--- src/poc_pkg.sv ---
// Shared types, register map, reset values and helpers for the phase
// overcurrent trip block. No dependencies.
package poc_pkg;

  typedef enum logic [1:0] {
    MODE_IDLE  = 2'd0,
    MODE_RUN   = 2'd1,
    MODE_CALIB = 2'd2
  } mode_t;

  typedef enum logic [1:0] {
    FAULT_NONE  = 2'd0,
    FAULT_CALIB = 2'd1,
    FAULT_RUN   = 2'd2
  } fault_t;

  typedef enum logic [1:0] {
    REG_RUN_LIMIT   = 2'd0,
    REG_CALIB_LIMIT = 2'd1,
    REG_CALIB_HARD  = 2'd2,
    REG_TRIP_COUNT  = 2'd3
  } reg_idx_t;

  localparam int AddrWidth = 4;
  localparam int DataWidth = 32;

  localparam logic [14:0] RunLimitReset   = 15'd16384;
  localparam logic [14:0] CalibLimitReset = 15'd8192;
  localparam logic [14:0] CalibHardReset  = 15'd12288;
  localparam logic [15:0] TripCountReset  = 16'd4;
  localparam logic [15:0] CountMax        = 16'hFFFF;

  typedef struct packed {
    logic [14:0] run_limit;
    logic [14:0] calib_limit;
    logic [14:0] calib_hard;
    logic [15:0] trip_count;
  } cfg_t;

  typedef struct packed {
    logic [1:0]         mode;
    logic signed [15:0] current_u;
    logic signed [15:0] current_v;
    logic signed [15:0] current_w;
  } sample_t;

  typedef struct packed {
    logic               tripped;
    logic               hard_exceeded;
    logic               abort_calibration;
    logic               shutdown_pwm;
    logic [1:0]         first_fault;
    logic [14:0]        peak_current;
    logic [14:0]        max_peak_seen;
    logic [15:0]        over_limit_run;
    logic signed [15:0] trip_u;
    logic signed [15:0] trip_v;
    logic signed [15:0] trip_w;
  } result_t;

  // Magnitude of a two's complement sample; the most negative code maps to 32767.
  function automatic logic [14:0] abs_sat(input logic signed [15:0] x);
    logic [15:0] neg;
    neg = 16'(~x) + 16'd1;
    if (!x[15]) begin
      return x[14:0];
    end else if (neg[15]) begin
      return 15'h7FFF;
    end else begin
      return neg[14:0];
    end
  endfunction

endpackage

--- src/phase_overcurrent_trip.sv ---
// Top level of the phase overcurrent trip block: sample register, trip
// evaluation, protection state and result register. Depends on poc_pkg, poc_regs.
//
// Usage: each request on the sample channel carries the controller mode and
// one sample of the three phase currents. Every request produces exactly one
// result request with the peak magnitude, the trip flags, the latched fault
// code, the consecutive over-limit count and the currents captured at the
// most recent trip.
// A sample is captured in the sample register, evaluated against the limits
// and protection state, and its result is then captured in the result
// register. Throughput is one sample per cycle while the result is not
// stalled; the only loop is the update of the over-limit count, peak
// maximum, fault latch and captures.
// A stalled result holds the result register; the sample register then
// holds too and sample_stall rises once it is full, so nothing is dropped.
// Reset clears the limits to their defaults, the count, peak maximum, fault
// latch and captures to zero, and empties both registers. Limits are written
// through APB while no sample is in flight; the user ensures it, not the block.
module phase_overcurrent_trip
  import poc_pkg::*;
(
  input  logic                 clk,
  input  logic                 rst,
  input  logic                 sample_valid,
  output logic                 sample_stall,
  input  sample_t              sample,
  output logic                 result_valid,
  input  logic                 result_stall,
  output result_t              result,
  input  logic                 psel,
  input  logic                 penable,
  input  logic                 pwrite,
  input  logic [AddrWidth-1:0] paddr,
  input  logic [DataWidth-1:0] pwdata,
  output logic [DataWidth-1:0] prdata,
  output logic                 pready
);

  cfg_t    cfg;
  logic    smp_valid;
  sample_t smp;
  logic    out_free;
  logic    advance;

  logic [15:0]        over_count;
  logic [14:0]        max_peak;
  fault_t             latched_fault;
  logic signed [15:0] capture_u;
  logic signed [15:0] capture_v;
  logic signed [15:0] capture_w;

  logic [15:0]        over_count_next;
  logic [14:0]        max_peak_next;
  fault_t             latched_fault_next;
  logic signed [15:0] capture_u_next;
  logic signed [15:0] capture_v_next;
  logic signed [15:0] capture_w_next;
  result_t            result_next;

  logic        active;
  logic        calib;
  logic [14:0] mag_u;
  logic [14:0] mag_v;
  logic [14:0] mag_w;
  logic [14:0] peak_uv;
  logic [14:0] peak;
  logic [14:0] soft_lim;
  logic [14:0] hard_lim;
  logic        hard;
  logic        trip;

  poc_regs u_regs (
    .clk     (clk),
    .rst     (rst),
    .psel    (psel),
    .penable (penable),
    .pwrite  (pwrite),
    .paddr   (paddr),
    .pwdata  (pwdata),
    .prdata  (prdata),
    .pready  (pready),
    .cfg     (cfg)
  );

  assign out_free     = !result_valid || !result_stall;
  assign advance      = smp_valid && out_free;
  assign sample_stall = smp_valid && !out_free;

  always_ff @(posedge clk) begin
    if (rst) begin
      smp_valid <= 1'b0;
    end else if (!sample_stall) begin
      smp_valid <= sample_valid;
    end
  end

  always_ff @(posedge clk) begin
    if (!sample_stall) begin
      smp <= sample;
    end
  end

  // Trip evaluation. Modes other than run and calibrate act as idle.
  always_comb begin
    active   = (smp.mode == MODE_RUN) || (smp.mode == MODE_CALIB);
    calib    = (smp.mode == MODE_CALIB);
    mag_u    = abs_sat(smp.current_u);
    mag_v    = abs_sat(smp.current_v);
    mag_w    = abs_sat(smp.current_w);
    peak_uv  = (mag_v > mag_u) ? mag_v : mag_u;
    peak     = (mag_w > peak_uv) ? mag_w : peak_uv;
    soft_lim = calib ? cfg.calib_limit : cfg.run_limit;
    hard_lim = calib ? cfg.calib_hard : cfg.run_limit;
    hard     = active && (peak > hard_lim);

    if (!active || peak <= soft_lim) begin
      over_count_next = '0;
    end else if (over_count == CountMax) begin
      over_count_next = over_count;
    end else begin
      over_count_next = over_count + 16'd1;
    end

    trip          = active && (hard || over_count_next >= cfg.trip_count);
    max_peak_next = (active && peak > max_peak) ? peak : max_peak;

    latched_fault_next = latched_fault;
    if (trip && latched_fault == FAULT_NONE) begin
      latched_fault_next = calib ? FAULT_CALIB : FAULT_RUN;
    end

    capture_u_next = trip ? smp.current_u : capture_u;
    capture_v_next = trip ? smp.current_v : capture_v;
    capture_w_next = trip ? smp.current_w : capture_w;

    result_next.tripped           = trip;
    result_next.hard_exceeded     = hard;
    result_next.abort_calibration = trip && calib;
    result_next.shutdown_pwm      = trip && !calib;
    result_next.first_fault       = latched_fault_next;
    result_next.peak_current      = active ? peak : '0;
    result_next.max_peak_seen     = max_peak_next;
    result_next.over_limit_run    = over_count_next;
    result_next.trip_u            = capture_u_next;
    result_next.trip_v            = capture_v_next;
    result_next.trip_w            = capture_w_next;
  end

  always_ff @(posedge clk) begin
    if (rst) begin
      over_count    <= '0;
      max_peak      <= '0;
      latched_fault <= FAULT_NONE;
      capture_u     <= '0;
      capture_v     <= '0;
      capture_w     <= '0;
    end else if (advance) begin
      over_count    <= over_count_next;
      max_peak      <= max_peak_next;
      latched_fault <= latched_fault_next;
      capture_u     <= capture_u_next;
      capture_v     <= capture_v_next;
      capture_w     <= capture_w_next;
    end
  end

  always_ff @(posedge clk) begin
    if (rst) begin
      result_valid <= 1'b0;
    end else if (out_free) begin
      result_valid <= smp_valid;
    end
  end

  always_ff @(posedge clk) begin
    if (advance) begin
      result <= result_next;
    end
  end

  // A trip flags exactly one of calibration abort and PWM shutdown.
  a_trip_action: assert property (@(posedge clk) disable iff (rst)
    result_valid && result.tripped |-> result.abort_calibration != result.shutdown_pwm)
    else $error("trip without exactly one action flag");

  // Action flags only accompany a trip, and a hard exceedance always trips.
  a_flags_need_trip: assert property (@(posedge clk) disable iff (rst)
    result_valid && !result.tripped |->
      !result.abort_calibration && !result.shutdown_pwm && !result.hard_exceeded)
    else $error("action or hard flag without trip");

  // The peak of a sample never exceeds the running maximum reported with it.
  a_peak_bound: assert property (@(posedge clk) disable iff (rst)
    result_valid |-> result.peak_current <= result.max_peak_seen)
    else $error("peak above reported maximum");

  // The running maximum never falls between resets.
  a_max_monotonic: assert property (@(posedge clk) disable iff (rst)
    !$past(rst) |-> max_peak >= $past(max_peak))
    else $error("peak maximum decreased");

  // Once a fault is latched it keeps its code until reset.
  a_fault_sticky: assert property (@(posedge clk) disable iff (rst)
    !$past(rst) && $past(latched_fault) != FAULT_NONE |->
      latched_fault == $past(latched_fault))
    else $error("latched fault changed");

endmodule

--- src/poc_regs.sv ---
// APB-style configuration registers for the phase overcurrent trip block.
// Depends on poc_pkg for the register map and reset values.
module poc_regs
  import poc_pkg::*;
(
  input  logic                 clk,
  input  logic                 rst,
  input  logic                 psel,
  input  logic                 penable,
  input  logic                 pwrite,
  input  logic [AddrWidth-1:0] paddr,
  input  logic [DataWidth-1:0] pwdata,
  output logic [DataWidth-1:0] prdata,
  output logic                 pready,
  output cfg_t                 cfg
);

  logic     wr_en;
  reg_idx_t idx;

  assign pready = 1'b1;
  assign wr_en  = psel && penable && pwrite;
  assign idx    = reg_idx_t'(paddr[3:2]);

  always_ff @(posedge clk) begin
    if (rst) begin
      cfg.run_limit   <= RunLimitReset;
      cfg.calib_limit <= CalibLimitReset;
      cfg.calib_hard  <= CalibHardReset;
      cfg.trip_count  <= TripCountReset;
    end else if (wr_en) begin
      unique case (idx)
        REG_RUN_LIMIT:   cfg.run_limit   <= pwdata[14:0];
        REG_CALIB_LIMIT: cfg.calib_limit <= pwdata[14:0];
        REG_CALIB_HARD:  cfg.calib_hard  <= pwdata[14:0];
        REG_TRIP_COUNT:  cfg.trip_count  <= pwdata[15:0];
        default: ;
      endcase
    end
  end

  always_comb begin
    unique case (idx)
      REG_RUN_LIMIT:   prdata = {17'd0, cfg.run_limit};
      REG_CALIB_LIMIT: prdata = {17'd0, cfg.calib_limit};
      REG_CALIB_HARD:  prdata = {17'd0, cfg.calib_hard};
      REG_TRIP_COUNT:  prdata = {16'd0, cfg.trip_count};
      default:         prdata = '0;
    endcase
  end

endmodule
--- config.mk ---
export PLATFORM = sky130hd
export DESIGN_NAME = phase_overcurrent_trip
export DESIGN_NICKNAME = d
export VERILOG_FILES = /design/src/poc_pkg.sv /design/src/phase_overcurrent_trip.sv /design/src/poc_regs.sv
export SDC_FILE = /design/constraint.sdc
export NUM_CORES = 1
export LEC_CHECK = 0
export BUFFER_PORTS_ARGS = -buffer_cell sky130_fd_sc_hd__clkbuf_2
export CORE_MARGIN = 1
export CORE_UTILIZATION = 63
export CTS_CLUSTER_DIAMETER = 40
export CTS_CLUSTER_SIZE = 10
export DETAILED_ROUTE_END_ITERATION = 16
export GPL_TIMING_DRIVEN = 0
export PLACE_DENSITY = 0.88
export SLEW_MARGIN = 10
export SYNTH_ARGS = -nofsm -noshare
export SYNTH_HDL_FRONTEND = slang
export SYNTH_SLANG_ARGS = --single-unit
--- constraint.sdc ---
create_clock -name clk -period 18.3 [get_ports clk]
set_input_delay 3.66 -clock clk [delete_from_list [all_inputs] [get_ports clk]]
set_output_delay 3.66 -clock clk [all_outputs]
set_load 0.01 [all_outputs]
# ---- Yosys cells after proc, flatten, opt, wreduce, memory -nomap -nowiden
# Cells that the tools add are included.
# Widths: inputs -> output; s select.
dict set report word_totals {
  mem_bits_ro 0
  register_bits 294
  n_memories 0
  latchBits 0
  mem_bits_rw 0
  in_bits 93
  output_inout_bits 135
  wordCells 90
}
dict set report op_classes {
  addsub 4
  mux 19
  n_lt_le_gt_ge 6
  n_shift 0
  reduce_logical 25
  bitwise_logic 3
  multipliers 0
  div 0
  eq_ne 6
}
# operator count
set op_table {}
lappend op_table {{$mux 15} 11}
lappend op_table {{$pmux 32 s4} 1}
lappend op_table {{$mux 16} 5}
lappend op_table {{$add 16x1->16 const B} 4}
lappend op_table {{$gt 15x15->1} 4}
lappend op_table {{$not 16->16} 3}
lappend op_table {{$eq 16x16->1 const B} 1}
lappend op_table {{$ge 16x16->1} 1}
lappend op_table {{$le 15x15->1} 1}
lappend op_table {{$logic_and 1x1->1} 10}
lappend op_table {{$reduce_and 2->1} 4}
lappend op_table {{$eq 2x2->1 const B} 3}
lappend op_table {{$logic_not 1->1} 5}
lappend op_table {{$eq 2x1->1 const B} 2}
lappend op_table {{$logic_not 2->1} 2}
lappend op_table {{$logic_or 1x1->1} 4}
lappend op_table {{$mux 2} 2}

# ---- Logic depth before layout (Yosys ltp)
dict set report depth {
  depth_word 16
  mapped_depth 62
  ltp_nobuf 58
}

# ---- By module
# Synthesis repeated with hierarchy kept, for this count alone.
dict set report hier_totals {
  cells_unflattened 1562
  area_unflattened_um2 16190.5
}
# module area_each_um2 seq_area_each_um2 cells_each n_inst
set by_module_without_submodules {}
lappend by_module_without_submodules {phase_overcurrent_trip 13175.1 6165.9 1278 1}
lappend by_module_without_submodules {poc_regs 3015.4 1221.2 284 1}

# ---- Worst setup path after synthesis
# Ideal clock, no wire load.
dict set report synth_path {
  path_type {flip-flop to flip-flop}
  start {register smp[35] (netlist bit)}
  end {register result[10] (netlist bit) (data pin)}
  path_stages_with_launch 55
  period_less_slack_ns 10.131
  arrival_time_ns 9.869
  required_ns 18.038
  n_path_buf 7
  path_slack_ns 8.169
  setup_ns 0.262
  path_cell_list {edfxtp_1 nor4_1 and4b_1 clkbuf_1 clkbuf_1 nor2_1 ha_1 and4_1 a221oi_1 a21oi_1 nor2b_1 a41o_1 nor2_4 buf_1 nor3_1 a31o_2 ha_1 and3_1 [... 19 more ...] clkbuf_1 clkbuf_1 nor2_1 ha_1 a21oi_1 nor2b_1 o21ai_0 nand2b_1 a21oi_1 nor2b_1 o21ai_0 a21oi_1 o31ai_1 a21oi_1 a211oi_1 a21oi_4 buf_4 mux2_1}
}
dict set report synth_between {
  elab_chain_cells 15
  elab_cells_between_ends 17
  classes_between {add/sub (1); order compare (5); mux (6); bitwise (1); reduce/logical (4)}
}
# element line_no
set synth_lines {}
lappend synth_lines {{from (decl)} phase_overcurrent_trip.sv:41} ;# sample_t smp;
lappend synth_lines {{from (signal assigned)} phase_overcurrent_trip.sv:99} ;# smp <= sample;
lappend synth_lines {{$not 16->16} poc_pkg.sv:64} ;# neg = 16'(~x) + 16'd1;
lappend synth_lines {{$add 16x1->16} poc_pkg.sv:64}
lappend synth_lines {{$mux 15} poc_pkg.sv:67} ;# end else if (neg[15]) begin
lappend synth_lines {{$mux 15 *} poc_pkg.sv:65} ;# if (!x[15]) begin
lappend synth_lines {{$gt 15x15->1} phase_overcurrent_trip.sv:110} ;# peak_uv = (mag_v > mag_u) ? mag_v : mag_u;
lappend synth_lines {{$mux 15 *} phase_overcurrent_trip.sv:110}
lappend synth_lines {{$gt 15x15->1} phase_overcurrent_trip.sv:111} ;# peak = (mag_w > peak_uv) ? mag_w : peak_uv;
lappend synth_lines {{$mux 15 *} phase_overcurrent_trip.sv:111}
lappend synth_lines {{net peak[2]} phase_overcurrent_trip.sv:66} ;# logic [14:0] peak;
lappend synth_lines {{[... 1 more ...]} n/a}
lappend synth_lines {{$logic_or 1x1->1 *} phase_overcurrent_trip.sv:116} ;# if (!active || peak <= soft_lim) begin
lappend synth_lines {{$mux 16 *} phase_overcurrent_trip.sv:116}
lappend synth_lines {{net over_count_next[1]} phase_overcurrent_trip.sv:52} ;# logic [15:0] over_count_next;
lappend synth_lines {{$ge 16x16->1 *} phase_overcurrent_trip.sv:124} ;# trip = active && (hard || over_count_next >= cfg.trip_count);
lappend synth_lines {{$logic_or 1x1->1 *} phase_overcurrent_trip.sv:124}
lappend synth_lines {{$logic_and 1x1->1 *} phase_overcurrent_trip.sv:124}
lappend synth_lines {{$mux 16 *} phase_overcurrent_trip.sv:134} ;# capture_w_next = trip ? smp.current_w : capture_w;
lappend synth_lines {{net capture_w_next[10]} phase_overcurrent_trip.sv:57} ;# logic signed [15:0] capture_w_next;
lappend synth_lines {{to (signal assigned)} phase_overcurrent_trip.sv:177} ;# result <= result_next;
lappend synth_lines {{to (decl)} phase_overcurrent_trip.sv:29} ;# output result_t result,
# Mark *: on every way through the listed nets, which the timed path passes. The rest lies on a longest branch.
# A chain may end at the register's enable or synchronous reset.

# ---- Worst setup path after layout
dict set report layout_path {
  start {register smp[37] (netlist bit)}
  end {register result[14] (netlist bit) (data pin)}
}
# The elaborated chain is that of the path after synthesis.

==> reports/qor.csv <==
metric,value,unit
status,finished clean,
synth_top_family_by_area,simple AND/OR/NAND/NOR gates,
cts-hold-fix-buffers,0,
clock-sinks,294,
min_from,capture_v[12],
p_sw_share,34.4,%
pwr-share-comb,33.0,%
endpoint_kind,flip-flop,
wl,45.1,mm
syn2layout_area_growth,17.8,%
slew_viol_final,0,
fmax,0.0729,GHz
numCtsBuffers,41,
power_frac_clock,32.4,%
cp-start-kind,flip-flop,
peakVddDrop,0.112,mV
drc,0,
htree_num_levels,2,
power.leakage,7.59,nW
hold_class,flip-flop to flip-flop,
die_x,161,um
synth_compound_area_share,12.4,%
internal-power,1.54,mW
netlist.area_leader.share,28.4,%
root_buffer,clkbuf_16,
synth_common_cells,"nand2_1, a21oi_1, edfxtp_1, dfxtp_1",
yosys.area.top_type,edfxtp_1,
cts_max_path_buffers,3,
finClkSkew,0.0279,ns
port_buffers,191,
synth.most_common_cell,nand2_1,
stdcell_count,2259,
power_frac_seq,34.6,%
syn_area,15900,um^2
ys_warn_count,0,
use_met3,6.51,%
critPathMaxFanout,10,
avgRoutedWirePerCell,20.0,um
grt_first_pass_wirelength,70.0,mm
dpl.hpwl,32.5,mm
initial_core_util,64.6,%
drtPass1Iterations,6,
postPlaceCellArea,17400,um^2
grt-busiest-layer,met2,
grtUsageTotal,34.6,%
synth_top_flop_cell,edfxtp_1,
layout.nets,2087,
vias_per_cell,6.09,
synth_fa_ha_area_share,7.09,%
cp.arrival,13.97,ns
synth_simple_gate_area_share,16.9,%
powerDensity,125,nW/um^2
tightestPinTransition,1.03,ns
insertion_delay,0.54,ns
use_met2,55.8,%
rsz0062_at_grt,no,
period_share,75.0,%
r2r-start,smp[37],
synth_area_leaders,"edfxtp_1, dfxtp_1, nand2_1",
total_power,2.34,mW
clk_pin_slew,0.06,ns
cts_tree,built,
io_pins,228,
grt_util_met1,45.7,%
final_util,76.1,%
final_cell_area,18700,um^2
synth-seq-cells,294,
overflow,0,
post-cts-setup-buffers,0,
maxCapViolCount,0,
setup_violations,0,
crit_path_max_incr_delay,0.77,ns
grt_pass1_vias,13300,
synthMuxAreaShare,9.68,%
cp_slowest_cell,a211oi_1,
finalSetupTns,0,ns
switchingPower,805,uW
vias,13800,
coreArea,24500,um^2
avgSynthCellArea,9.60,um^2
ys_seq_area_share,46.6,%
drtIter0Drc,1501,
die_h,161,um
grt_max_degree,51,
async_flop_share,0,%
required,18.55,ns
drive_above_1_share,17.2,%
synthXorXnorAreaFrac,2.32,%
post-route-min-period,13.72,ns
ant_nets,0,
antenna_found_initial,0,
postCtsResizedCells,0,
dp_cells,2186,
ys_types,79,
antenna_cells,0,
synth_edf_count,150,
critPathLaunch,smp[37],
cp_common_cell,a21oi_1,
gp_congestion,0.994,
relSlewSlack,31.2,%
path_class,flip-flop to flip-flop,
hold_viol,0,
die-area,25800,um^2
rows,57,
syn_inst,1652,
power groups by stage:
| stage | combinational [mW] | sequential, mW | clock, mW |
|---|---|---|---|
| after floorplan | 0.514 | 0.828 | 0 |
| after detailed placement | 0.746 | 0.821 | 0 |
| final | 0.773 | 0.810 | 0.759 |
| after CTS | 0.758 | 0.809 | 0.760 |
| after global routing | 0.841 | 0.814 | 0.788 |
| after global placement | 0.714 | 0.820 | 0 |
path summary, 6_finish.rpt:
path | cells after the start | end | slack, ns
setup / recovery | 55 | result[14] | 4.58
hold / removal | 2 | capture_v[12] | 0.46
setup reg to reg | 55 | result[14] | 4.58
hold reg to reg | 2 | capture_v[12] | 0.46
layout make-up:
class	count	area [um^2]
Timing Repair Buffer	195	1040
Clock buffer	58	1130
Sequential cell	294	7390
Multi-Input combinational cell	1192	7750
Fill cell	1636	5860
Tap cell	324	405
Clock inverter	15	166
Buffer	103	498
Inverter	78	293
placed cells by master (no fill, tap or decap), drive strengths merged, types with 17 or more instances in the layout:
cell type,count
xnor2,23
nor2,90
dfxtp,144
ha,89
mux2i,60
nor3,31
mux2,53
conb,17
edfxtp,150
nor2b,31
xor2,19
nand3,30
o21ai,53
nand2,312
inv,81
a21oi,177
clkbuf,314
buf,42
layer usage:
metal / up-vias / part of all wire, %
met5: - / 0
li1: 6313 / -
met2: 838 / 46
met1: 6459 / 39
met4: 0 / 4.2
met3: 152 / 10
state kept, by name (all words and copies together), names as in the netlist:
name / cells
u_regs.cfg: 61
result_valid: 1
capture_w: 16
smp_valid: 1
over_count: 16
smp: 50
capture_u: 16
latched_fault: 2
result: 100
capture_v: 16
max_peak: 15
cells by family (layout without fill, tap and decap cells):
kind of cell,after synthesis,in the layout
compound gates,328,328
xor+xnor,42,42
fa+ha+maj,90,90
buf+inv,181,449
flops,294,294
mux,128,128
other cells,2,17
simple gates,587,587
through the flow:
step | setup slack, ns | hold WS (ns)
finish | 4.58 | 0.457
global route | 3.71 | 0.475
CTS | 5.04 | 0.455
detailed placement | 5.13 | 0.446
global placement | 5.43 | 0.438
floorplan | 8.17 | 0.431
critical path: cells and delay by family, from the launching register on:
family	cells	cell delay (ns)
flip-flops	1	0.50
AO/OA/AOI/OAI	23	5.67
AND/OR/NAND/NOR	19	3.06
buffers and inverters	8	2.46
adder cells (fa/ha/maj)	4	1.30
multiplexers	1	0.41
Note: power is estimated with default switching activity, not from simulation.
